`src/rtl/sspg_pkg.sv`:
```
`timescale 1ns / 1ps
// ---------------------------------------------------------------------------
// Stepper step pulse generator package
// Shared widths, codes, command record and state types of the generator.
// ---------------------------------------------------------------------------
package sspg_pkg;

   localparam int SPEED_BITS        = 24;
   localparam int STEPS_PER_MM_BITS = 24;
   localparam int FIELD_POS_BITS    = 48;
   localparam int STEP_COUNT_BITS   = 48;
   localparam int HALF_BITS         = 19;
   localparam int TICK_BITS         = 19;
   localparam int PRODUCT_BITS      = SPEED_BITS + STEPS_PER_MM_BITS;
   localparam int MUL_SPLIT         = 12;
   localparam int RATE_FRAC_BITS    = 16;

   localparam int DEF_POSITION_BITS      = 48;
   localparam int DEF_MIN_HALF_PERIOD_US = 20;
   localparam int DEF_MAX_STEP_RATE      = 25000;

   localparam logic [63:0] HALF_SECOND_Q16 = 64'd500000 << RATE_FRAC_BITS;
   localparam logic [63:0] RATE_ONE_Q16    = 64'd1 << RATE_FRAC_BITS;
   localparam logic [63:0] DIV_INIT_REM    = HALF_SECOND_Q16 >> HALF_BITS;
   localparam logic [HALF_BITS-1:0] DIV_LOW_BITS = HALF_SECOND_Q16[HALF_BITS-1:0];

   localparam logic [HALF_BITS-1:0]         HALF_PERIOD_RESET  = 19'd20;
   localparam logic [STEPS_PER_MM_BITS-1:0] STEPS_PER_MM_RESET = 24'd20480;

   localparam int CSR_ADDR_BITS = 3;
   localparam int CSR_DATA_BITS = 32;
   localparam logic CSR_IDX_STEPS_PER_MM = 1'b0;
   localparam logic CSR_IDX_DIR_INVERTED = 1'b1;

   localparam logic signed [1:0] DIR_RIGHT = 2'sb01;
   localparam logic signed [1:0] DIR_LEFT  = 2'sb11;

   localparam int QUEUE_PTR_BITS = 1;
   localparam int QUEUE_DEPTH    = 1 << QUEUE_PTR_BITS;

   typedef enum logic [2:0] {
      OP_TICK        = 3'd0,
      OP_START       = 3'd1,
      OP_SET_SPEED   = 3'd2,
      OP_STOP        = 3'd3,
      OP_EMERGENCY   = 3'd4,
      OP_RIGHT_LIMIT = 3'd5,
      OP_SET_POS     = 3'd6
   } op_type;

   typedef struct packed {
      op_type                     op;
      logic signed [1:0]          move_dir;
      logic                       start_ok;
      logic                       rate_ok;
      logic [PRODUCT_BITS-1:0]    rate;
      logic signed [FIELD_POS_BITS-1:0] new_pos;
   } cmd_type;

   typedef enum logic [1:0] {
      FR_IDLE,
      FR_MUL_LO,
      FR_MUL_HI,
      FR_PUSH
   } front_state_type;

   typedef enum logic [1:0] {
      BK_IDLE,
      BK_DIV,
      BK_APPLY
   } back_state_type;

endpackage

```
`src/rtl/sspg_req_if.sv`:
```
`timescale 1ns / 1ps
// ---------------------------------------------------------------------------
// Stepper command channel
// Valid/ready channel that carries one motor command per transfer.
// ---------------------------------------------------------------------------
interface sspg_req_if;
   import sspg_pkg::*;

   logic                             valid;
   logic                             ready;
   logic [2:0]                       opcode;
   logic signed [1:0]                move_direction;
   logic [SPEED_BITS-1:0]            speed_q8;
   logic signed [FIELD_POS_BITS-1:0] new_position;

   modport source (
      output valid, opcode, move_direction, speed_q8, new_position,
      input  ready
   );

   modport sink (
      input  valid, opcode, move_direction, speed_q8, new_position,
      output ready
   );
endinterface

```
`src/rtl/sspg_rsp_if.sv`:
```
`timescale 1ns / 1ps
// ---------------------------------------------------------------------------
// Stepper status channel
// Valid/ready channel that carries the pin and counter status per command.
// ---------------------------------------------------------------------------
interface sspg_rsp_if;
   import sspg_pkg::*;

   logic                             valid;
   logic                             ready;
   logic                             accepted;
   logic                             step_level;
   logic                             dir_level;
   logic                             is_moving;
   logic signed [FIELD_POS_BITS-1:0] position;
   logic [STEP_COUNT_BITS-1:0]       steps_done;

   modport source (
      output valid, accepted, step_level, dir_level, is_moving, position, steps_done,
      input  ready
   );

   modport sink (
      input  valid, accepted, step_level, dir_level, is_moving, position, steps_done,
      output ready
   );
endinterface

```
`src/rtl/sspg_front.sv`:
```
`timescale 1ns / 1ps
// ---------------------------------------------------------------------------
// Stepper command front end
// Takes commands, validates starts and forms the Q16 step rate in two passes
// of a 24x12 multiplier before handing the command to the queue.
// ---------------------------------------------------------------------------
module sspg_front #(
   parameter int MAX_STEP_RATE = sspg_pkg::DEF_MAX_STEP_RATE
) (
   input  logic                                   clock,
   input  logic                                   reset,
   input  logic [sspg_pkg::STEPS_PER_MM_BITS-1:0] steps_per_mm_q8,
   sspg_req_if.sink                               req_chan,
   output logic                                   push_valid,
   output sspg_pkg::cmd_type                      push_cmd,
   input  logic                                   queue_full
);
   import sspg_pkg::*;

   localparam logic [PRODUCT_BITS-1:0] RATE_MAX_Q16 =
      PRODUCT_BITS'(64'(MAX_STEP_RATE) << RATE_FRAC_BITS);
   localparam logic [PRODUCT_BITS-1:0] RATE_MIN_Q16 = PRODUCT_BITS'(RATE_ONE_Q16);
   localparam int PART_BITS = STEPS_PER_MM_BITS + MUL_SPLIT;

   front_state_type         state_ff, state_in;
   cmd_type                 cmd_ff, cmd_in;
   logic [SPEED_BITS-1:0]   speed_ff, speed_in;
   logic [PRODUCT_BITS-1:0] acc_ff, acc_in;
   logic [MUL_SPLIT-1:0]    mul_digit;
   logic [PART_BITS-1:0]    partial;
   logic                    req_take;
   logic [2:0]              op_bits;

   assign op_bits   = req_chan.opcode;
   assign req_take  = req_chan.valid && req_chan.ready;
   assign mul_digit = (state_ff == FR_MUL_LO) ? speed_ff[MUL_SPLIT-1:0]
                                              : speed_ff[SPEED_BITS-1:MUL_SPLIT];
   assign partial   = PART_BITS'(steps_per_mm_q8) * PART_BITS'(mul_digit);

   always_comb begin
      state_in         = state_ff;
      cmd_in           = cmd_ff;
      speed_in         = speed_ff;
      acc_in           = acc_ff;
      req_chan.ready   = 1'b0;
      push_valid       = 1'b0;
      push_cmd         = cmd_ff;
      push_cmd.rate    = acc_ff;
      push_cmd.rate_ok = (acc_ff >= RATE_MIN_Q16) && (acc_ff <= RATE_MAX_Q16);
      unique case (state_ff)
         FR_IDLE: begin
            req_chan.ready = 1'b1;
            if (req_take) begin
               cmd_in.op       = op_type'(op_bits);
               cmd_in.move_dir = req_chan.move_direction;
               cmd_in.new_pos  = req_chan.new_position;
               cmd_in.start_ok = ((req_chan.move_direction == DIR_RIGHT) ||
                                  (req_chan.move_direction == DIR_LEFT)) &&
                                 (req_chan.speed_q8 != '0);
               cmd_in.rate_ok  = 1'b0;
               cmd_in.rate     = '0;
               speed_in        = req_chan.speed_q8;
               if ((op_type'(op_bits) == OP_START) || (op_type'(op_bits) == OP_SET_SPEED)) begin
                  state_in = FR_MUL_LO;
               end else begin
                  state_in = FR_PUSH;
               end
            end
         end
         FR_MUL_LO: begin
            acc_in   = PRODUCT_BITS'(partial);
            state_in = FR_MUL_HI;
         end
         FR_MUL_HI: begin
            acc_in   = acc_ff + (PRODUCT_BITS'(partial) << MUL_SPLIT);
            state_in = FR_PUSH;
         end
         FR_PUSH: begin
            if (!queue_full) begin
               push_valid = 1'b1;
               state_in   = FR_IDLE;
            end
         end
         default: state_in = FR_IDLE;
      endcase
   end

   always_ff @(posedge clock) begin
      if (reset) begin
         state_ff <= FR_IDLE;
      end else begin
         state_ff <= state_in;
      end
   end

   always_ff @(posedge clock) begin
      cmd_ff   <= cmd_in;
      speed_ff <= speed_in;
      acc_ff   <= acc_in;
   end

endmodule

```
`src/rtl/sspg_cmd_queue.sv`:
```
`timescale 1ns / 1ps
// ---------------------------------------------------------------------------
// Stepper command queue
// Two-entry FIFO that decouples the command front end from the pulse engine.
// ---------------------------------------------------------------------------
module sspg_cmd_queue (
   input  logic              clock,
   input  logic              reset,
   input  logic              push,
   input  sspg_pkg::cmd_type push_cmd,
   output logic              full,
   input  logic              pop,
   output sspg_pkg::cmd_type pop_cmd,
   output logic              empty
);
   import sspg_pkg::*;

   cmd_type                   entry_ff [QUEUE_DEPTH];
   logic [QUEUE_PTR_BITS-1:0] wr_ptr_ff, wr_ptr_in;
   logic [QUEUE_PTR_BITS-1:0] rd_ptr_ff, rd_ptr_in;
   logic [QUEUE_PTR_BITS:0]   count_ff, count_in;
   logic                      do_push;
   logic                      do_pop;

   assign full    = (count_ff == (QUEUE_PTR_BITS + 1)'(QUEUE_DEPTH));
   assign empty   = (count_ff == '0);
   assign do_push = push && !full;
   assign do_pop  = pop && !empty;
   assign pop_cmd = entry_ff[rd_ptr_ff];

   always_comb begin
      wr_ptr_in = do_push ? wr_ptr_ff + 1'b1 : wr_ptr_ff;
      rd_ptr_in = do_pop ? rd_ptr_ff + 1'b1 : rd_ptr_ff;
      count_in  = count_ff;
      if (do_push && !do_pop) begin
         count_in = count_ff + 1'b1;
      end else if (do_pop && !do_push) begin
         count_in = count_ff - 1'b1;
      end
   end

   always_ff @(posedge clock) begin
      if (reset) begin
         wr_ptr_ff <= '0;
         rd_ptr_ff <= '0;
         count_ff  <= '0;
      end else begin
         wr_ptr_ff <= wr_ptr_in;
         rd_ptr_ff <= rd_ptr_in;
         count_ff  <= count_in;
      end
   end

   always_ff @(posedge clock) begin
      if (do_push) begin
         entry_ff[wr_ptr_ff] <= push_cmd;
      end
   end

endmodule

```
`src/rtl/sspg_back.sv`:
```
`timescale 1ns / 1ps
// ---------------------------------------------------------------------------
// Stepper pulse engine
// Executes queued commands: derives the half period with a restoring
// divider, keeps the STEP/DIR state and counters, and holds the status
// output register.
// ---------------------------------------------------------------------------
module sspg_back #(
   parameter int POSITION_BITS      = sspg_pkg::DEF_POSITION_BITS,
   parameter int MIN_HALF_PERIOD_US = sspg_pkg::DEF_MIN_HALF_PERIOD_US,
   parameter int MAX_STEP_RATE      = sspg_pkg::DEF_MAX_STEP_RATE
) (
   input  logic              clock,
   input  logic              reset,
   input  logic              direction_inverted,
   input  sspg_pkg::cmd_type pop_cmd,
   input  logic              queue_empty,
   output logic              pop,
   sspg_rsp_if.source        rsp_chan
);
   import sspg_pkg::*;

   localparam int RATE_BITS = $clog2((64'(MAX_STEP_RATE) << RATE_FRAC_BITS) + 64'd1);
   localparam int CNT_BITS  = $clog2(HALF_BITS);
   localparam logic [CNT_BITS-1:0]  DIV_LAST = CNT_BITS'(HALF_BITS - 1);
   localparam logic [HALF_BITS-1:0] HALF_MIN = HALF_BITS'(MIN_HALF_PERIOD_US);

   back_state_type             state_ff, state_in;
   cmd_type                    cmd_ff, cmd_in;
   logic [RATE_BITS-1:0]       rem_ff, rem_in;
   logic [HALF_BITS-1:0]       quo_ff, quo_in;
   logic [HALF_BITS-1:0]       lo_ff, lo_in;
   logic [CNT_BITS-1:0]        cnt_ff, cnt_in;

   logic                       moving_ff, moving_in;
   logic                       step_high_ff, step_high_in;
   logic signed [1:0]          direction_ff, direction_in;
   logic                       dir_pin_ff, dir_pin_in;
   logic [HALF_BITS-1:0]       half_ff, half_in;
   logic [TICK_BITS-1:0]       tick_ff, tick_in;
   logic [POSITION_BITS-1:0]   pos_ff, pos_in;
   logic [STEP_COUNT_BITS-1:0] steps_ff, steps_in;
   logic                       rsp_valid_ff, rsp_valid_in;
   logic                       accepted_ff, accepted_in;

   logic [RATE_BITS-1:0]       rate;
   logic [RATE_BITS:0]         trial;
   logic                       trial_ge;
   logic [HALF_BITS-1:0]       half_new;
   logic [TICK_BITS-1:0]       tick_next;
   logic                       needs_div;

   assign rate      = cmd_ff.rate[RATE_BITS-1:0];
   assign trial     = {rem_ff, lo_ff[HALF_BITS-1]};
   assign trial_ge  = (trial >= {1'b0, rate});
   assign half_new  = (quo_ff < HALF_MIN) ? HALF_MIN : quo_ff;
   assign tick_next = tick_ff + 1'b1;
   assign needs_div = pop_cmd.rate_ok &&
                      (((pop_cmd.op == OP_START) && pop_cmd.start_ok) ||
                       (pop_cmd.op == OP_SET_SPEED));

   always_comb begin
      state_in     = state_ff;
      cmd_in       = cmd_ff;
      rem_in       = rem_ff;
      quo_in       = quo_ff;
      lo_in        = lo_ff;
      cnt_in       = cnt_ff;
      moving_in    = moving_ff;
      step_high_in = step_high_ff;
      direction_in = direction_ff;
      dir_pin_in   = dir_pin_ff;
      half_in      = half_ff;
      tick_in      = tick_ff;
      pos_in       = pos_ff;
      steps_in     = steps_ff;
      accepted_in  = accepted_ff;
      rsp_valid_in = rsp_valid_ff && !rsp_chan.ready;
      pop          = 1'b0;
      unique case (state_ff)
         BK_IDLE: begin
            if (!queue_empty) begin
               pop      = 1'b1;
               cmd_in   = pop_cmd;
               rem_in   = RATE_BITS'(DIV_INIT_REM);
               quo_in   = '0;
               lo_in    = DIV_LOW_BITS;
               cnt_in   = '0;
               state_in = needs_div ? BK_DIV : BK_APPLY;
            end
         end
         BK_DIV: begin
            rem_in = trial_ge ? RATE_BITS'(trial - {1'b0, rate}) : trial[RATE_BITS-1:0];
            quo_in = {quo_ff[HALF_BITS-2:0], trial_ge};
            lo_in  = lo_ff << 1;
            cnt_in = cnt_ff + 1'b1;
            if (cnt_ff == DIV_LAST) begin
               state_in = BK_APPLY;
            end
         end
         BK_APPLY: begin
            if (!rsp_valid_ff || rsp_chan.ready) begin
               rsp_valid_in = 1'b1;
               accepted_in  = 1'b0;
               state_in     = BK_IDLE;
               unique case (cmd_ff.op)
                  OP_TICK: begin
                     if (moving_ff) begin
                        if (tick_next >= half_ff) begin
                           tick_in      = '0;
                           step_high_in = !step_high_ff;
                           if (!step_high_ff) begin
                              pos_in   = pos_ff + POSITION_BITS'(direction_ff);
                              steps_in = steps_ff + 1'b1;
                           end
                        end else begin
                           tick_in = tick_next;
                        end
                     end
                  end
                  OP_START: begin
                     if (cmd_ff.start_ok) begin
                        moving_in    = 1'b0;
                        step_high_in = 1'b0;
                        direction_in = '0;
                        dir_pin_in   = (cmd_ff.move_dir == DIR_RIGHT) ^ direction_inverted;
                        if (cmd_ff.rate_ok) begin
                           half_in      = half_new;
                           tick_in      = '0;
                           direction_in = cmd_ff.move_dir;
                           steps_in     = '0;
                           moving_in    = 1'b1;
                           accepted_in  = 1'b1;
                        end
                     end
                  end
                  OP_SET_SPEED: begin
                     if (moving_ff && cmd_ff.rate_ok) begin
                        half_in     = half_new;
                        accepted_in = 1'b1;
                     end
                  end
                  OP_STOP, OP_EMERGENCY: begin
                     moving_in    = 1'b0;
                     step_high_in = 1'b0;
                     direction_in = '0;
                  end
                  OP_RIGHT_LIMIT: begin
                     if (direction_ff == DIR_RIGHT) begin
                        moving_in    = 1'b0;
                        step_high_in = 1'b0;
                        direction_in = '0;
                     end
                  end
                  OP_SET_POS: begin
                     pos_in = POSITION_BITS'(cmd_ff.new_pos);
                  end
                  default: begin
                     accepted_in = 1'b0;
                  end
               endcase
            end
         end
         default: state_in = BK_IDLE;
      endcase
   end

   always_ff @(posedge clock) begin
      if (reset) begin
         state_ff     <= BK_IDLE;
         moving_ff    <= 1'b0;
         step_high_ff <= 1'b0;
         direction_ff <= '0;
         dir_pin_ff   <= 1'b0;
         half_ff      <= HALF_PERIOD_RESET;
         tick_ff      <= '0;
         pos_ff       <= '0;
         steps_ff     <= '0;
         rsp_valid_ff <= 1'b0;
      end else begin
         state_ff     <= state_in;
         moving_ff    <= moving_in;
         step_high_ff <= step_high_in;
         direction_ff <= direction_in;
         dir_pin_ff   <= dir_pin_in;
         half_ff      <= half_in;
         tick_ff      <= tick_in;
         pos_ff       <= pos_in;
         steps_ff     <= steps_in;
         rsp_valid_ff <= rsp_valid_in;
      end
   end

   always_ff @(posedge clock) begin
      cmd_ff      <= cmd_in;
      rem_ff      <= rem_in;
      quo_ff      <= quo_in;
      lo_ff       <= lo_in;
      cnt_ff      <= cnt_in;
      accepted_ff <= accepted_in;
   end

   assign rsp_chan.valid      = rsp_valid_ff;
   assign rsp_chan.accepted   = accepted_ff;
   assign rsp_chan.step_level = step_high_ff;
   assign rsp_chan.dir_level  = dir_pin_ff;
   assign rsp_chan.is_moving  = moving_ff;
   assign rsp_chan.position   = FIELD_POS_BITS'(pos_ff);
   assign rsp_chan.steps_done = steps_ff;

endmodule

```
`src/rtl/stepper_step_pulse_generator.sv`:
```
`timescale 1ns / 1ps
// ---------------------------------------------------------------------------
// Stepper step pulse generator
// STEP/DIR generator driven by 1 us tick commands and motion commands.
// ---------------------------------------------------------------------------
// Commands enter on req_chan and every command yields exactly one status
// transfer on rsp_chan, in order, reporting the pin levels, the moving flag,
// the position and the steps since the last accepted start.
// The front end takes a new command only once it has pushed the last one to
// the queue; start and speed-change commands first pass the low and high
// multiplier states. The pulse engine pops a command when idle and applies
// it in the apply state; a start or speed change whose rate is in range
// first runs a 19-step restoring divider for the half period. A two-entry
// queue lets the front end keep accepting while the engine divides.
// If the receiver stalls, the status register holds and the engine waits;
// the queue then fills and req_chan.ready drops.
// The APB-style csr port holds the steps-per-mm and direction-inversion
// registers at byte addresses 0 and 4; write them only while idle.
// Reset is synchronous and returns the motor to idle at position zero.
// ---------------------------------------------------------------------------
module stepper_step_pulse_generator #(
   parameter int POSITION_BITS      = sspg_pkg::DEF_POSITION_BITS,
   parameter int MIN_HALF_PERIOD_US = sspg_pkg::DEF_MIN_HALF_PERIOD_US,
   parameter int MAX_STEP_RATE      = sspg_pkg::DEF_MAX_STEP_RATE
) (
   input  logic                               clock,
   input  logic                               reset,
   sspg_req_if.sink                           req_chan,
   sspg_rsp_if.source                         rsp_chan,
   input  logic                               csr_psel,
   input  logic                               csr_penable,
   input  logic                               csr_pwrite,
   input  logic [sspg_pkg::CSR_ADDR_BITS-1:0] csr_paddr,
   input  logic [sspg_pkg::CSR_DATA_BITS-1:0] csr_pwdata,
   output logic [sspg_pkg::CSR_DATA_BITS-1:0] csr_prdata,
   output logic                               csr_pready
);
   import sspg_pkg::*;

   logic [STEPS_PER_MM_BITS-1:0] steps_per_mm_ff, steps_per_mm_in;
   logic                         dir_inv_ff, dir_inv_in;
   logic                         csr_write;
   logic                         csr_index;
   logic                         push_valid;
   cmd_type                      push_cmd;
   logic                         queue_full;
   logic                         pop;
   cmd_type                      pop_cmd;
   logic                         queue_empty;

   assign csr_pready = 1'b1;
   assign csr_write  = csr_psel && csr_penable && csr_pwrite && csr_pready;
   assign csr_index  = csr_paddr[2];

   always_comb begin
      steps_per_mm_in = steps_per_mm_ff;
      dir_inv_in      = dir_inv_ff;
      if (csr_write) begin
         unique case (csr_index)
            CSR_IDX_STEPS_PER_MM: steps_per_mm_in = csr_pwdata[STEPS_PER_MM_BITS-1:0];
            CSR_IDX_DIR_INVERTED: dir_inv_in      = csr_pwdata[0];
            default: dir_inv_in = dir_inv_ff;
         endcase
      end
   end

   always_comb begin
      unique case (csr_index)
         CSR_IDX_STEPS_PER_MM: csr_prdata = CSR_DATA_BITS'(steps_per_mm_ff);
         CSR_IDX_DIR_INVERTED: csr_prdata = CSR_DATA_BITS'(dir_inv_ff);
         default:              csr_prdata = '0;
      endcase
   end

   always_ff @(posedge clock) begin
      if (reset) begin
         steps_per_mm_ff <= STEPS_PER_MM_RESET;
         dir_inv_ff      <= 1'b0;
      end else begin
         steps_per_mm_ff <= steps_per_mm_in;
         dir_inv_ff      <= dir_inv_in;
      end
   end

   sspg_front #(
      .MAX_STEP_RATE (MAX_STEP_RATE)
   ) u_front (
      .clock           (clock),
      .reset           (reset),
      .steps_per_mm_q8 (steps_per_mm_ff),
      .req_chan        (req_chan),
      .push_valid      (push_valid),
      .push_cmd        (push_cmd),
      .queue_full      (queue_full)
   );

   sspg_cmd_queue u_queue (
      .clock    (clock),
      .reset    (reset),
      .push     (push_valid),
      .push_cmd (push_cmd),
      .full     (queue_full),
      .pop      (pop),
      .pop_cmd  (pop_cmd),
      .empty    (queue_empty)
   );

   sspg_back #(
      .POSITION_BITS      (POSITION_BITS),
      .MIN_HALF_PERIOD_US (MIN_HALF_PERIOD_US),
      .MAX_STEP_RATE      (MAX_STEP_RATE)
   ) u_back (
      .clock              (clock),
      .reset              (reset),
      .direction_inverted (dir_inv_ff),
      .pop_cmd            (pop_cmd),
      .queue_empty        (queue_empty),
      .pop                (pop),
      .rsp_chan           (rsp_chan)
   );

endmodule

```
`src/flat_wrapper.sv`:
```
// flat-port wrapper written by rule: the top's interface ports become plain ports
module stepper_step_pulse_generator_flat import sspg_pkg::*;
#(
   parameter int POSITION_BITS      = sspg_pkg::DEF_POSITION_BITS,
   parameter int MIN_HALF_PERIOD_US = sspg_pkg::DEF_MIN_HALF_PERIOD_US,
   parameter int MAX_STEP_RATE      = sspg_pkg::DEF_MAX_STEP_RATE
)
  (clock, reset, csr_psel, csr_penable, csr_pwrite, csr_paddr, csr_pwdata, csr_prdata, csr_pready, req_chan_valid, req_chan_opcode, req_chan_move_direction, req_chan_speed_q8, req_chan_new_position, req_chan_ready, rsp_chan_valid, rsp_chan_accepted, rsp_chan_step_level, rsp_chan_dir_level, rsp_chan_is_moving, rsp_chan_position, rsp_chan_steps_done, rsp_chan_ready);
  sspg_req_if req_chan_i ();
  sspg_rsp_if rsp_chan_i ();
  input  logic clock;
  input  logic reset;
  input  logic csr_psel;
  input  logic csr_penable;
  input  logic csr_pwrite;
  input  logic [sspg_pkg::CSR_ADDR_BITS-1:0] csr_paddr;
  input  logic [sspg_pkg::CSR_DATA_BITS-1:0] csr_pwdata;
  output logic [sspg_pkg::CSR_DATA_BITS-1:0] csr_prdata;
  output logic csr_pready;
  input wire logic [$bits(req_chan_i.valid)-1:0] req_chan_valid;
  input wire logic [$bits(req_chan_i.opcode)-1:0] req_chan_opcode;
  input wire logic [$bits(req_chan_i.move_direction)-1:0] req_chan_move_direction;
  input wire logic [$bits(req_chan_i.speed_q8)-1:0] req_chan_speed_q8;
  input wire logic [$bits(req_chan_i.new_position)-1:0] req_chan_new_position;
  output wire logic [$bits(req_chan_i.ready)-1:0] req_chan_ready;
  output wire logic [$bits(rsp_chan_i.valid)-1:0] rsp_chan_valid;
  output wire logic [$bits(rsp_chan_i.accepted)-1:0] rsp_chan_accepted;
  output wire logic [$bits(rsp_chan_i.step_level)-1:0] rsp_chan_step_level;
  output wire logic [$bits(rsp_chan_i.dir_level)-1:0] rsp_chan_dir_level;
  output wire logic [$bits(rsp_chan_i.is_moving)-1:0] rsp_chan_is_moving;
  output wire logic [$bits(rsp_chan_i.position)-1:0] rsp_chan_position;
  output wire logic [$bits(rsp_chan_i.steps_done)-1:0] rsp_chan_steps_done;
  input wire logic [$bits(rsp_chan_i.ready)-1:0] rsp_chan_ready;
  assign req_chan_i.valid = req_chan_valid;
  assign req_chan_i.opcode = req_chan_opcode;
  assign req_chan_i.move_direction = req_chan_move_direction;
  assign req_chan_i.speed_q8 = req_chan_speed_q8;
  assign req_chan_i.new_position = req_chan_new_position;
  assign req_chan_ready = req_chan_i.ready;
  assign rsp_chan_valid = rsp_chan_i.valid;
  assign rsp_chan_accepted = rsp_chan_i.accepted;
  assign rsp_chan_step_level = rsp_chan_i.step_level;
  assign rsp_chan_dir_level = rsp_chan_i.dir_level;
  assign rsp_chan_is_moving = rsp_chan_i.is_moving;
  assign rsp_chan_position = rsp_chan_i.position;
  assign rsp_chan_steps_done = rsp_chan_i.steps_done;
  assign rsp_chan_i.ready = rsp_chan_ready;
  stepper_step_pulse_generator #(.POSITION_BITS(POSITION_BITS), .MIN_HALF_PERIOD_US(MIN_HALF_PERIOD_US), .MAX_STEP_RATE(MAX_STEP_RATE)) u_core (.clock(clock), .reset(reset), .req_chan(req_chan_i), .rsp_chan(rsp_chan_i), .csr_psel(csr_psel), .csr_penable(csr_penable), .csr_pwrite(csr_pwrite), .csr_paddr(csr_paddr), .csr_pwdata(csr_pwdata), .csr_prdata(csr_prdata), .csr_pready(csr_pready));
endmodule
```
`config.mk`:
```
export PLATFORM = sky130hd
export DESIGN_NAME = stepper_step_pulse_generator_flat
export DESIGN_NICKNAME = d
export VERILOG_FILES = /design/src/rtl/sspg_pkg.sv /design/src/rtl/sspg_req_if.sv /design/src/rtl/sspg_rsp_if.sv /design/src/rtl/sspg_front.sv /design/src/rtl/sspg_cmd_queue.sv /design/src/rtl/sspg_back.sv /design/src/rtl/stepper_step_pulse_generator.sv /design/src/flat_wrapper.sv
export SDC_FILE = /design/constraint.sdc
export NUM_CORES = 2
export LEC_CHECK = 0
export BUFFER_PORTS_ARGS = -buffer_cell sky130_fd_sc_hd__buf_2
export CORE_MARGIN = 3
export CORE_UTILIZATION = 25
export DETAILED_ROUTE_END_ITERATION = 10
export GPL_TIMING_DRIVEN = 0
export PLACE_DENSITY = 0.41
export SLEW_MARGIN = 15
export SYNTH_ARGS = -nofsm -noshare
export SYNTH_HDL_FRONTEND = slang
export SYNTH_SLANG_ARGS = --single-unit
```
`constraint.sdc`:
```
create_clock -name clock -period 11.86 [get_ports clock]
set_input_delay 1.779 -clock clock [delete_from_list [all_inputs] [get_ports clock]]
set_output_delay 1.779 -clock clock [all_outputs]
set_load 0.05 [all_outputs]
```
==> summary.txt <==
Clock tree
  – CTS tree: yes
  – CTS clock-pin slew for the worst setup and hold paths: 0.06 ns
  – H-tree depth: 3
  – CTS Buf Count: 76
  – Bufs on Longest Clock Path: 3
  – Cts hold-fix bufs: 0
  – Worst-Skew Late Latency: 0.67 ns
  – CTS resizes: 0
  – Root Buffer Master: clkbuf_16
  – Setup bufs post-CTS: 0
  – CTS Sinks: about 610

Timing
  – Hold_ws: 0.4228 ns
  – Endpoints failing hold: 0
  – Final setup violation count: 0
  – Setup TNS: 0 ns
  – Slew headroom: between 20 and 30%
  – Worst Tran Pin Value: roughly 1.1 ns
  – Final min period: between 10 and 15 ns
  – Final period util: 87.75%
  – Fin Clk Skew: between 0.05 and 0.06 ns
  – RSZ-0062 raised after global routing: no
  – Final Max Tran Viols: 0
  – Max frequency: slightly below 100 MHz

Min path
  – Hold_sp: u_core.u_front.push_cmd[19]
  – Path type of the worst min-delay path: reg -> reg

Pwr
  – Comb power frac: 49.1%
  – Sw frac: a little over two fifths
  – NetSw: around 4.6 mW
  – Reg power frac: 29.9%
  – Clock power share: between 20% and 30%
  – Peak VDD IR: approximately 170 µV
  – Power Internal: between 6 and 7 mW
  – Leak: 18.59 nW
  – P per Cell Area: roughly 240 mW/mm²

Logic synthesis
  – FFs w/ async S/R, synth: 0%
  – Synth Flop Type: edfxtp_1
  – Synth Area in XOR/XNOR: around 4.1%
  – Syn avg cell area: a little over 10 µm²
  – Netlist cell types: 83
  – Post-Syn Area: just under 0.04 mm²
  – Adder-Cell Fraction of Synth Area: 18.44%
  – Yosys warning count: 0
  – Largest family of logic cells by synthesized area: adder cells
  – Mux contribution to synthesized area: 4.048%
  – EDFF count, synth: 440
  – Yosys top cell area share: between 30% and 40%
  – Simple-gate share of the synthesized area: between 10% and 20%
  – Synth area leaders: edfxtp_1 34%, fa_1 11%, dfxtp_1 8.9%, ha_1 7.0%, nand2_1 4.5%
  – Post-Syn Instances: 3766
  – Flops & latches, synth: 614
  – Yosys top cell by area: edfxtp_1
  – Register area share after synthesis: 42.80%
  – Synth Area in Compound Gates: between 10% and 20%

Global routing
  – GRT Resource Usage Total: ~15%
  – Initial antenna violation count: 16
  – Global-route wire length before repair: ~180000 µm
  – Vias in the first global route: between 20000 and 30000
  – GR Layer Usage met3: approximately 2.6%
  – Aggregate global routing overflow: 0
  – Gr busiest metal: met2
  – Largest net degree at the start of global routing: 51
  – Met2 Usage GRT: 24.35%
  – Met1 layer usage reported by global route: about a fifth

Die
  – CORE AREA: 0.1546 mm²
  – Initial Utilization: about a quarter
  – # rows: approximately 140
  – Die Span X: around 400 µm
  – Die Area: approximately 0.16 mm²
  – Die height: 401.0 µm
  – I/O pin total: 254

Detailed routing
  – Wire per inst: between 15 and 20 µm
  – DRC violations left: 0
  – Initial drt markers: 1713
  – Via count: ~28000
  – First-pass DRT Iterations: 7
  – Vias per inst: 4.587
  – Routed Antenna Nets: 0
  – Final WL: about 120000 µm

Finish
  – P&R area growth vs syn: 16.77%
  – Multi-input gate area: 0.02032 mm²
  – Share of layout cells above drive strength 1: around 13%
  – Fillers: 16360
  – Seq. cell area: between 0.015 and 0.02 mm²
  – Commonest cells after routing, fill and taps aside: 467 x nand2_1, 440 x edfxtp_1, 356 x inv_1, 236 x buf_2, 235 x a21oi_1
  – Final net count: between 4000 and 5000
  – Commonest non-fill, non-tap cell in the layout: nand2_1

Worst setup path
  – Worst Path Arrival: about 11 ns
  – WP data required: 12.22 ns
  – R2r startpoint: u_core.u_front.state_ff[1]
  – Most used cell, CP: fa_1
  – Critical path type: reg -> reg
  – Max stage delay cell, worst path: ha_1
  – Slowest stage delay, CP: 0.73 ns
  – Crit Path Max Fanout: 15
  – Critical path origin: u_core.u_front.state_ff[1]
  – Critical Path End Type: register
  – CP startpoint kind: register

Placed design
  – GP Congestion: around 0.86
  – Port Buffers: 232
  – DP HPWL: between 90000 and 100000 µm

Outcome
  – Status: finished, final reports clean

Flow run
  – Max-Cap Viols: 0
## metal layers
layer	vias up	routed length, µm
met2	551	56780
met3	147	5392
li1	13710	-
met1	14060	54220
met5	-	30
met4	6	2548
## flip-flops by register name, indices dropped and copies added (netlist names), 24 cells and up, named ones only
| name | count |
|---|---|
| u_core.u_front.speed_ff | 24 |
| u_core.steps_per_mm_ff | 24 |
| u_core.u_back.rsp_chan.steps_done | 48 |
| u_core.u_back.rsp_chan.position | 48 |
| u_core.u_front.acc_ff | 48 |
| u_core.u_back.cmd_ff | 86 |
| u_core.u_front.push_cmd | 54 |
| u_core.u_queue.entry_ff | 172 |
| u_core.u_back.rem_ff | 31 |
## cell families (layout without fill, tap and decap cells)
family	after synthesis	in the layout
muxes	144	144
adders and majority gates	441	441
other	2	12
and+or+nand+nor	1176	1176
xor gates and xnor gates	180	180
DFF	614	614
buffers and inverters	532	918
AOI/OAI and AO/OA	677	677
## cell usage after synthesis, types with 6 or more instances
library cell / number
and2_1: 116
nand2b_1: 31
or3_1: 26
dfxtp_1: 174
a21oi_1: 235
a31oi_1: 23
nand3_1: 71
nor3_1: 46
a22oi_1: 16
edfxtp_1: 440
nor2_1: 226
o211ai_1: 15
nor2b_1: 51
o21ai_0: 124
xnor2_1: 105
nand4_1: 47
buf_4: 10
mux2i_1: 34
a211oi_1: 31
and3_1: 34
nand2_1: 467
o21bai_1: 18
o41ai_1: 6
o21a_1: 20
and4_1: 13
clkbuf_1: 149
nor4_1: 22
or2_2: 8
xor2_1: 74
o22ai_1: 8
fa_1: 223
inv_1: 356
buf_1: 9
mux2_2: 110
o31ai_1: 9
a311oi_1: 16
ha_1: 218
a21o_1: 88
## layout make-up
cell class              count  area share [%]
inverters                 357           2.942
clock inverters            47           1.068
repair buffers            245           3.186
flip-flops and latches    614           36.66
clock buffers              94           4.323
well taps                2044           5.614
diodes                      3         0.01648
plain buffers             175           1.593
multi-input cells        2627           44.60
## power groups by stage
stage	logic, mW	clock network [mW]	registers, mW
global route	6.06	2.49	3.34
global placement	5.37	0	3.40
floorplan	3.85	0	3.28
finish	5.40	2.31	3.29
CTS	5.48	2.40	3.30
detailed placement	5.45	0	3.34
## per-stage QoR
| stage | util [%] | setup slack, ns | instances | instance area, µm² | power [mW] |
|---|---|---|---|---|---|
| after floorplan | - | 3.454 | 3773 | 39040 | 7.131 |
| after global placement | 27.66 | 1.424 | 6049 | 42750 | 8.769 |
| after detailed placement | 27.87 | 1.456 | 6062 | 43090 | 8.786 |
| after CTS | 29.46 | 1.387 | 6203 | 45550 | 11.18 |
| after global routing | 29.46 | 0.7245 | 6203 | 45550 | 11.89 |
| final | 29.47 | 1.453 | 6206 | 45550 | 11.00 |
## worst max-delay path, delay by kind of cell (launching register included)
| kind | cells | cell delay, ns |
|---|---|---|
| adders and majority gates | 8 | 4.11 |
| muxes | 1 | 0.49 |
| buffers and inverters | 6 | 1.39 |
| DFF | 1 | 0.34 |
| and+or+nand+nor | 7 | 1.11 |
| AOI/OAI and AO/OA | 10 | 2.07 |
| xor gates and xnor gates | 2 | 0.61 |
## path summary, 6_finish.rpt
kind / end / slack, ns / cells past startpoint
min: u_core.u_queue.entry_ff[0][19] / 0.42 / 0
max reg2reg: u_core.u_front.acc_ff[47] / 1.45 / 34
min reg2reg: u_core.u_queue.entry_ff[0][19] / 0.42 / 0
max: u_core.u_front.acc_ff[47] / 1.45 / 34
(Power assumes the default switching activity.)
